[config.mk]
export PLATFORM = sky130hd
export DESIGN_NAME = charlieplex_pwm_scanner_core
export DESIGN_NICKNAME = d
export VERILOG_FILES = /design/src/hw/rtl/cpsc_pkg.sv /design/src/hw/rtl/cpsc_level_table.sv /design/src/hw/rtl/cpsc_scan.sv /design/src/hw/rtl/charlieplex_pwm_scanner_core.sv
export SDC_FILE = /design/constraint.sdc
export NUM_CORES = 1
export LEC_CHECK = 0
export BUFFER_PORTS_ARGS = -buffer_cell sky130_fd_sc_hd__buf_2
export CAP_MARGIN = 20
export CORE_MARGIN = 8
export CORE_UTILIZATION = 30
export CTS_BUF_LIST = sky130_fd_sc_hd__clkbuf_16
export CTS_CLUSTER_DIAMETER = 150
export DETAILED_ROUTE_END_ITERATION = 7
export GPL_ROUTABILITY_DRIVEN = 0
export GPL_TIMING_DRIVEN = 1
export SLEW_MARGIN = 20
export SYNTH_ARGS = -nofsm -noshare
export SYNTH_HDL_FRONTEND = slang
export SYNTH_SLANG_ARGS = --single-unit
[constraint.sdc]
create_clock -name clock -period 6.9 [get_ports clock]
set_clock_uncertainty 0.15 [all_clocks]
set_input_delay 0.69 -clock clock [delete_from_list [all_inputs] [get_ports clock]]
set_output_delay 0.69 -clock clock [all_outputs]
set_load 0.03 [all_outputs]
[src/hw/rtl/cpsc_pkg.sv]
// Package for the charlieplex PWM scanner: request/response structs,
// array geometry constants and the LED index decode. No dependencies.
package cpsc_pkg;

   // PWM ramp length and derived widths
   localparam int PWM_STEPS = 64;
   localparam int RAMP_W    = $clog2(PWM_STEPS);
   localparam int LEVEL_W   = 6;
   localparam int CMP_W     = (RAMP_W > LEVEL_W) ? RAMP_W : LEVEL_W;

   // Array geometry
   localparam int NUM_COLUMNS     = 4;
   localparam int LEDS_PER_COLUMN = 3;
   localparam int COL_W           = 2;
   localparam int POS_W           = 2;
   localparam int LED_IDX_W       = 4;
   localparam int PIN_W           = 5;

   // Request kinds
   localparam logic REQ_TICK  = 1'b0;
   localparam logic REQ_WRITE = 1'b1;

   typedef struct packed {
      logic                 req_type;
      logic [LED_IDX_W-1:0] led_index;
      logic [LEVEL_W-1:0]   level_value;
   } cpsc_req_type;

   typedef struct packed {
      logic [PIN_W-1:0] pin_direction;
      logic [PIN_W-1:0] pin_drive;
   } cpsc_rsp_type;

   // Level table write command
   typedef struct packed {
      logic               en;
      logic [COL_W-1:0]   row;
      logic [POS_W-1:0]   pos;
      logic [LEVEL_W-1:0] level;
   } tbl_wr_type;

   // Split an LED index into column and position; indexes above 11 do nothing
   function automatic tbl_wr_type led_decode(input logic [LED_IDX_W-1:0] idx,
                                             input logic [LEVEL_W-1:0]   level);
      tbl_wr_type wr;
      wr.en    = 1'b1;
      wr.row   = '0;
      wr.pos   = '0;
      wr.level = level;
      case (idx)
         4'd0:  begin wr.row = 2'd0; wr.pos = 2'd0; end
         4'd1:  begin wr.row = 2'd0; wr.pos = 2'd1; end
         4'd2:  begin wr.row = 2'd0; wr.pos = 2'd2; end
         4'd3:  begin wr.row = 2'd1; wr.pos = 2'd0; end
         4'd4:  begin wr.row = 2'd1; wr.pos = 2'd1; end
         4'd5:  begin wr.row = 2'd1; wr.pos = 2'd2; end
         4'd6:  begin wr.row = 2'd2; wr.pos = 2'd0; end
         4'd7:  begin wr.row = 2'd2; wr.pos = 2'd1; end
         4'd8:  begin wr.row = 2'd2; wr.pos = 2'd2; end
         4'd9:  begin wr.row = 2'd3; wr.pos = 2'd0; end
         4'd10: begin wr.row = 2'd3; wr.pos = 2'd1; end
         4'd11: begin wr.row = 2'd3; wr.pos = 2'd2; end
         default: wr.en = 1'b0;
      endcase
      return wr;
   endfunction

endpackage

[src/hw/rtl/cpsc_level_table.sv]
// Brightness level table: four rows (one per column) of three levels.
// Depends on cpsc_pkg. Cleared by reset, one row read per cycle.
module cpsc_level_table
   import cpsc_pkg::*;
(
   input  logic                                      clock,
   input  logic                                      reset,
   input  tbl_wr_type                                wr,
   input  logic [COL_W-1:0]                          rd_row,
   output logic [LEDS_PER_COLUMN-1:0][LEVEL_W-1:0]   rd_levels
);

   logic [LEDS_PER_COLUMN-1:0][LEVEL_W-1:0] row_ff [NUM_COLUMNS];

   // Level storage, single write port
   always_ff @(posedge clock) begin
      if (reset) begin
         for (int r = 0; r < NUM_COLUMNS; r++) begin
            row_ff[r] <= '0;
         end
      end else if (wr.en) begin
         row_ff[wr.row][wr.pos] <= wr.level;
      end
   end

   // Whole row for the active column
   assign rd_levels = row_ff[rd_row];

endmodule

[src/hw/rtl/cpsc_scan.sv]
// Scan state: PWM ramp, active column and lit LEDs, plus the pin encode.
// Depends on cpsc_pkg; reads one row of the level table per tick.
module cpsc_scan
   import cpsc_pkg::*;
(
   input  logic                                      clock,
   input  logic                                      reset,
   input  logic                                      tick_en,
   output logic [COL_W-1:0]                          rd_row,
   input  logic [LEDS_PER_COLUMN-1:0][LEVEL_W-1:0]   rd_levels,
   output cpsc_rsp_type                              pins
);

   localparam logic [RAMP_W-1:0] RAMP_LAST = RAMP_W'(PWM_STEPS - 1);

   logic [RAMP_W-1:0]          ramp_ff, ramp_in;
   logic [COL_W-1:0]           col_ff, col_in;
   logic [NUM_COLUMNS-1:0]     onehot_ff, onehot_in;
   logic [LEDS_PER_COLUMN-1:0] lit_ff, lit_in;
   logic [LEDS_PER_COLUMN-1:0] lit_base, hit;
   logic                       wrap;
   logic [NUM_COLUMNS-1:0]     low_mask, lit_wide, spread;

   // Ramp advance; a wrap selects the next column with all LEDs on
   always_comb begin
      wrap      = (ramp_ff == RAMP_LAST);
      ramp_in   = wrap ? '0 : ramp_ff + 1'b1;
      col_in    = wrap ? col_ff + 1'b1 : col_ff;
      onehot_in = wrap ? (NUM_COLUMNS'(1) << col_in) : onehot_ff;
      lit_base  = wrap ? '1 : lit_ff;
   end

   assign rd_row = col_in;

   // Switch off each LED whose level matches the ramp
   always_comb begin
      for (int k = 0; k < LEDS_PER_COLUMN; k++) begin
         hit[k] = (CMP_W'(rd_levels[k]) == CMP_W'(ramp_in));
      end
      lit_in = lit_base & ~hit;
   end

   // Insert the column pin into the lit bits
   always_comb begin
      low_mask = onehot_in - 1'b1;
      lit_wide = NUM_COLUMNS'(lit_in);
      spread   = (lit_wide & low_mask) | ((lit_wide & ~low_mask) << 1);
      pins.pin_direction = {spread | onehot_in, 1'b0};
      pins.pin_drive     = {spread, 1'b0};
   end

   // State registers
   always_ff @(posedge clock) begin
      if (reset) begin
         ramp_ff   <= '0;
         col_ff    <= '0;
         onehot_ff <= '0;
         lit_ff    <= '0;
      end else if (tick_en) begin
         ramp_ff   <= ramp_in;
         col_ff    <= col_in;
         onehot_ff <= onehot_in;
         lit_ff    <= lit_in;
      end
   end

endmodule

[src/hw/rtl/charlieplex_pwm_scanner_core.sv]
// Charlieplex PWM scanner: takes one request per clock, sustained. A request
// sits in the input register while the scan logic works on it; a tick's pin
// words land in the result register as it leaves the input register, so a
// result passes through both registers in turn. Writes load the level table,
// which reset clears at once, and give no result. The only limit on rate is
// the downstream stall: a held result holds the input register.
module charlieplex_pwm_scanner_core
   import cpsc_pkg::*;
(
   input  logic         clock,
   input  logic         reset,
   input  logic         req_valid,
   output logic         req_stall,
   input  cpsc_req_type req_payload,
   output logic         rsp_valid,
   input  logic         rsp_stall,
   output cpsc_rsp_type rsp_payload
);

   logic                                    s1_valid_ff, s1_valid_in;
   cpsc_req_type                            s1_req_ff;
   logic                                    rsp_valid_ff, rsp_valid_in;
   cpsc_rsp_type                            rsp_ff;
   logic                                    req_accept, s1_go, tick_en;
   tbl_wr_type                              tbl_wr;
   logic [COL_W-1:0]                        rd_row;
   logic [LEDS_PER_COLUMN-1:0][LEVEL_W-1:0] rd_levels;
   cpsc_rsp_type                            pins;

   // Input register advances when the result register has room (writes always)
   always_comb begin
      s1_go = s1_valid_ff &&
              ((s1_req_ff.req_type == REQ_WRITE) || !rsp_valid_ff || !rsp_stall);
      req_stall   = s1_valid_ff && !s1_go;
      req_accept  = req_valid && !req_stall;
      s1_valid_in = req_accept ? 1'b1 : (s1_go ? 1'b0 : s1_valid_ff);
      tick_en     = s1_go && (s1_req_ff.req_type == REQ_TICK);
      rsp_valid_in = tick_en ? 1'b1 : ((rsp_valid_ff && !rsp_stall) ? 1'b0 : rsp_valid_ff);
   end

   // Table write command from the held request
   always_comb begin
      tbl_wr    = led_decode(s1_req_ff.led_index, s1_req_ff.level_value);
      tbl_wr.en = tbl_wr.en && s1_go && (s1_req_ff.req_type == REQ_WRITE);
   end

   cpsc_level_table u_table (
      .clock     (clock),
      .reset     (reset),
      .wr        (tbl_wr),
      .rd_row    (rd_row),
      .rd_levels (rd_levels)
   );

   cpsc_scan u_scan (
      .clock     (clock),
      .reset     (reset),
      .tick_en   (tick_en),
      .rd_row    (rd_row),
      .rd_levels (rd_levels),
      .pins      (pins)
   );

   // Valid flags
   always_ff @(posedge clock) begin
      if (reset) begin
         s1_valid_ff  <= 1'b0;
         rsp_valid_ff <= 1'b0;
      end else begin
         s1_valid_ff  <= s1_valid_in;
         rsp_valid_ff <= rsp_valid_in;
      end
   end

   // Payload registers
   always_ff @(posedge clock) begin
      if (req_accept) begin
         s1_req_ff <= req_payload;
      end
      if (tick_en) begin
         rsp_ff <= pins;
      end
   end

   assign rsp_valid   = rsp_valid_ff;
   assign rsp_payload = rsp_ff;

endmodule

## Word level (Yosys, flattened, before mapping)

Memory sizes are Yosys's and may differ from the RTL's.
Index checks and enable logic that the tools add are counted.

- Input port bits: 15
- Bits in writable memories: 72
- Bits in registers: 36
- Memories: 1

- Add/subtract/negate cells: 3
- Eq/ne operators: 15
- Mux-type cells: 20
- Reduce and logical (&&, ||, !) cells: 19
- Order comparisons: 2
- Bitwise logic cells: 8
- Shift operators: 1

Memories:

| memory | words | bits a word | read ports | clocked after memory_dff | wr ports | RTL line | text |
|---|---|---|---|---|---|---|---|
| u_table.row_ff | 4 | 18 | 1 | 0 | 4 | cpsc_level_table.sv:13 | `logic [LEDS_PER_COLUMN-1:0][LEVEL_W-1:0] row_ff [NUM_COLUMNS];` |

Operator list:

| cell | number |
|---|---|
| 18-bit 2-to-1 mux | 3 |
| 4-bit one-hot mux with 11 select lines | 1 |
| 6-bit equality test | 3 |
| 18-bit OR reduction | 1 |
| 4-bit by 3-bit equality test with 1-bit output, second input constant | 4 |
| 4-bit equality test, second input constant | 4 |
| 6-bit demux with 2-bit select | 1 |
| 6-bit 2-to-1 mux | 2 |
| 12-bit OR reduction | 1 |
| 1-bit 2-to-1 mux | 9 |
| 4-bit by 2-bit equality test with 1-bit output, second input constant | 2 |
| 1-bit logical AND | 8 |
| 4-bit bitwise OR | 2 |
| 6-bit by 1-bit adder with 6-bit output, second input constant | 1 |
| 3-bit bitwise AND | 2 |
| 6-bit equality test, second input constant | 1 |
| 3-bit NOT | 2 |
| 3-bit by 4-bit bitwise AND with 4-bit output | 1 |
| 4-bit by 1-bit equality test with 1-bit output, second input constant | 1 |
| 1-bit logical NOT | 4 |
| 4-bit logical NOT | 1 |
| 2-bit 2-to-1 mux | 2 |
| 4-bit 2-to-1 mux | 1 |
| 2-bit nonzero test | 2 |
| 8 further kinds | 9 |

## Depth between registers and ports, before layout

- Depth in word-level cells: 11
- Depth in mapped cells: 11
- Gate-level depth less buffers: 9

## By module

From an unflattened synthesis, not the netlist that was laid out.

- Cells, all modules: 433
- Area, all modules: 5392.7 µm²

By module, submodules not included:

| module | cells an instance | instances | seq. area each (µm²) | area an instance (µm²) |
|---|---|---|---|---|
| cpsc_level_table | 191 | 1 | 2162.1 | 3121.7 |
| cpsc_scan | 192 | 1 | 300.3 | 1436.4 |
| charlieplex_pwm_scanner_core | 50 | 1 | 670.6 | 834.6 |

## Worst setup path before layout

No wires, ideal clock.

- Path kind: flip-flop to flip-flop
- Start point: reg u_scan.ramp_ff[0]
- End point: reg rsp_ff, in the netlist rsp_payload[7], data pin
- Path slack: 3791 ps
- Path buffers: 1
- Data arrival time: 2685 ps
- Clock period less this slack: 3109 ps
- Required time: 6476 ps
- Cell stages (with the launch flop): 10
- Cell sequence: dfxtp_1 ha_1 clkbuf_1 nand3_1 xor2_1 nor2_1 mux2_4 or4b_4 o32ai_4 o221ai_2

RTL lines:

| what | RTL line | text |
|---|---|---|
| start, declared | cpsc_scan.sv:16 | `logic [RAMP_W-1:0] ramp_ff, ramp_in;` |
| start signal, assigned | cpsc_scan.sv:60 | `ramp_ff <= ramp_in;` |
| end signal, assigned | charlieplex_pwm_scanner_core.sv:81 | `rsp_ff <= pins;` |
| end, declared | charlieplex_pwm_scanner_core.sv:23 | `cpsc_rsp_type rsp_ff;` |

==> impl_metrics.yaml <==
status:
  outcome: "completed"
setup_path:
  regToRegEndpoint: "rsp_payload[8]"
  r2r_cells: 9
  signal_arrival_time_at_the_worst_endpoint_ps: 4450
  crit_fanout: 21
  regToRegStartpoint: "u_scan.ramp_ff[0]"
  cp_data_required_time_ps: 6830
  critical_path.endpoint_type: "register"
  critPathLaunchType: "register"
  worst-setup-path-type: "reg -> reg"
  worst-r2r-setup-slack_ps: 2380
power_and_ir_drop:
  peakVddDrop_v: 0.000149
  leakagePower_nw: 2.26
  p_total_mw: 1.37
  pwr_density_cell_nw_per_um2: 208
routing:
  avgViaCountPerCell: 5.09
  first_pass_iters: 4
  detail_route.wirelength_mm: 13.8
  antenna_left: 0
  drt_iter0_markers: 290
  num_vias: 4110
  detail_route.drc_violations: 0
  wl_per_cell_microns: 17.1
timing:
  grt_setup_unrepaired: "false"
  slew_headroom_pct: 40.2
  final-setup-viol-count: 0
  final_cycle_share_pct: 65.5
  timing.setup.tns_ps: 0
  timing_hold_violations_final: 0
  max_slew.worst_pin.slew_ps: 895
  final_max_slew_violation_count: 0
  max_freq_ghz: 0.221
  fin_crit_ps: 4520
clock_network:
  cts_tree: "yes"
  ctsResizeCount: 0
  cts.reportedPaths.clkPinSlew_ps: 70
  h-tree-depth: 3
  clkLatencyLatePin_ps: 370
  cts_sinks: 108
  post_cts.repair.setup_buffers: 0
  cts_buffer_depth: 2
  cts_hold_buf: 0
  cts_root_buf: "clkbuf_16"
  cts_buffers: 9
grt:
  grt_antenna_before_repair: 0
  grt_usage_pct: 11.7
  grt_pass1_wl_mm: 22.0
  overflow: 0
  via_count_of_the_first_global_routing_pass: 4038
  grt_start_max_net_pins: 55
yosys:
  synth.yosys.seq_area_share_pct: 51.4
  synth_area_per_cell_sq_um: 11.1
  synthFlopType: "edfxtp_1"
  synth_cell_types: 61
  post_synth_instance_area_sq_um: 5980
  synthesis.instances: 539
  synth_edf_count: 91
  synth_async_sr_flop_share_pct: 0
  yosysWarningCount: 0
  synth_seq_cells: 108
worst_hold_path:
  hold_path.startpoint: "u_scan.onehot_ff[2]"
  worst_hold_path_type: "reg -> reg"
  worst_hold_depth: 2
  hold-path-endpoint: "u_scan.onehot_ff[2]"
floorplanning:
  core_region_area_sq_um: 19500
  dieHeight_microns: 157
  die_w_microns: 157
  io_pins: 27
  die-area_sq_um: 24700
  initial_utilization_pct: 30.6
  rows: 51
finish:
  syn2layout_area_growth_pct: 10.2
  multiInputGateArea_sq_um: 2650
  ff_latch_area_sq_um: 3080
  antenna_cells_inserted: 0
  fillerInstances: 1960
  drive_above_1_share_pct: 16.4
  nets: 560
place:
  dp_hpwl_mm: 10.2
  numPortBuffers: 24
flow_run:
  drv_cap: 0
## cell families (layout without fill, tap and decap cells)
group / Yosys count / after routing / synth area share [%]
and+or+nand+nor: 202 / 202 / 15.4
DFF: 108 / 108 / 51.4
AOI/OAI and AO/OA: 86 / 86 / 10.5
buffers and inverters: 60 / 62 / 4.43
muxes: 55 / 55 / 13.8
xor gates and xnor gates: 19 / 19 / 2.78
adders and majority gates: 8 / 8 / 1.67
other: 1 / 2 / 0.0627
## how the worst max path moves through the flow
stage	startpoint	endpoint	slack [ps]	depth (start not counted)
after CTS	u_scan.ramp_ff[0]	rsp_payload[8]	2160	8
after global routing	u_scan.ramp_ff[0]	rsp_payload[8]	2080	9
after global placement	u_scan.ramp_ff[0]	rsp_payload[8]	2380	8
final	u_scan.ramp_ff[0]	rsp_payload[8]	2380	9
after detailed placement	u_scan.ramp_ff[0]	rsp_payload[8]	2170	8
after floorplan	u_scan.ramp_ff[0]	rsp_payload[7]	3790	9
## cells in the mapped netlist (7+ instances only)
| cell | number | area, sq um |
|---|---|---|
| nor2b_1 | 7 | 43.8 |
| xnor2_1 | 8 | 70.1 |
| a21oi_1 | 16 | 80.1 |
| xor2_1 | 11 | 96.3 |
| clkbuf_1 | 24 | 90.1 |
| ha_1 | 8 | 100 |
| nand2_1 | 43 | 161 |
| nand3_1 | 12 | 60.1 |
| mux4_2 | 21 | 473 |
| inv_1 | 16 | 60.1 |
| buf_2 | 11 | 55.1 |
| nand2b_1 | 9 | 56.3 |
| mux2i_1 | 29 | 290 |
| nor3_1 | 9 | 45.0 |
| o21ai_0 | 16 | 80.1 |
| edfxtp_1 | 91 | 2730 |
| a211oi_1 | 9 | 67.6 |
| dfxtp_1 | 17 | 340 |
| or2_2 | 9 | 56.3 |
| nor2_1 | 93 | 349 |
## layout by cell type (no fill, tap or decap), drive strengths merged, types with 3 or more instances in the layout
master / n
nor2: 93
edfxtp: 91
nand2: 44
mux2i: 29
buf: 29
mux4: 21
inv: 19
dfxtp: 17
a21oi: 16
o21ai: 16
nand3: 12
xor2: 11
a211oi: 10
nand2b: 9
nor3: 9
or2: 9
clkbuf: 9
xnor2: 8
ha: 8
nor2b: 7
nor4: 6
o211ai: 5
mux2: 5
a21boi: 4
o221ai: 4
nand4: 3
o22ai: 3
a211o: 3
nand3b: 3
a221oi: 3
o32ai: 3
clkinv: 3
## report_power, final
part	internal [mW]	switching [mW]	total, mW
Sequential	0.729	0.0157	0.745
Clock	0.288	0.250	0.538
Combinational	0.0325	0.0535	0.0860
## critical path, stage by stage (launching register included)
cell      delay (ps)
dfxtp_1          460
ha_1             770
inv_1            360
nor2_2           510
buf_6            250
mux4_2           520
xor2_1           170
nand4_1          150
o32ai_1          690
o221ai_1         200
## flip-flops by register name, indices dropped and copies added, names as in the netlist
| register | cells |
|---|---|
| u_scan.onehot_ff | 4 |
| s1_req_ff | 11 |
| u_table.row_ff | 72 |
| u_scan.ramp_ff | 6 |
| u_scan.lit_ff | 3 |
| u_scan.col_ff | 2 |
| rsp_payload | 8 |
| rsp_valid | 1 |
| s1_valid_ff | 1 |
## metrics by stage
step	util, %	setup slack (ps)	instances	instance area, sq um	hold slack (ps)
6_report	33.8	2380	807	6590	343
5_1_grt	33.8	2080	807	6590	337
4_1_cts	33.7	2160	806	6580	340
3_5_place_dp	32.1	2170	790	6270	329
3_3_place_gp	32.1	2380	790	6270	316
2_1_floorplan	-	3790	540	5990	299
## cell type report
| cell class | instances | share of cell area [%] |
|---|---|---|
| inverters | 17 | 0.968 |
| multi-input cells | 372 | 40.2 |
| clock buffers | 9 | 3.42 |
| well taps | 265 | 5.03 |
| flip-flops and latches | 108 | 46.6 |
| repair buffers | 29 | 2.45 |
| clock inverters | 7 | 1.31 |
## per-layer routing
layer / up-vias / part of all wire (%) / global-route usage, %
met2: 108 / 47 / 19.2
met4: 0 / 2.2 / 4.53
met3: 19 / 5.2 / 2.44
li1: 1959 / - / -
met1: 2024 / 45 / 14.8
met5: - / 0 / 0
(Power assumes the default switching activity.)
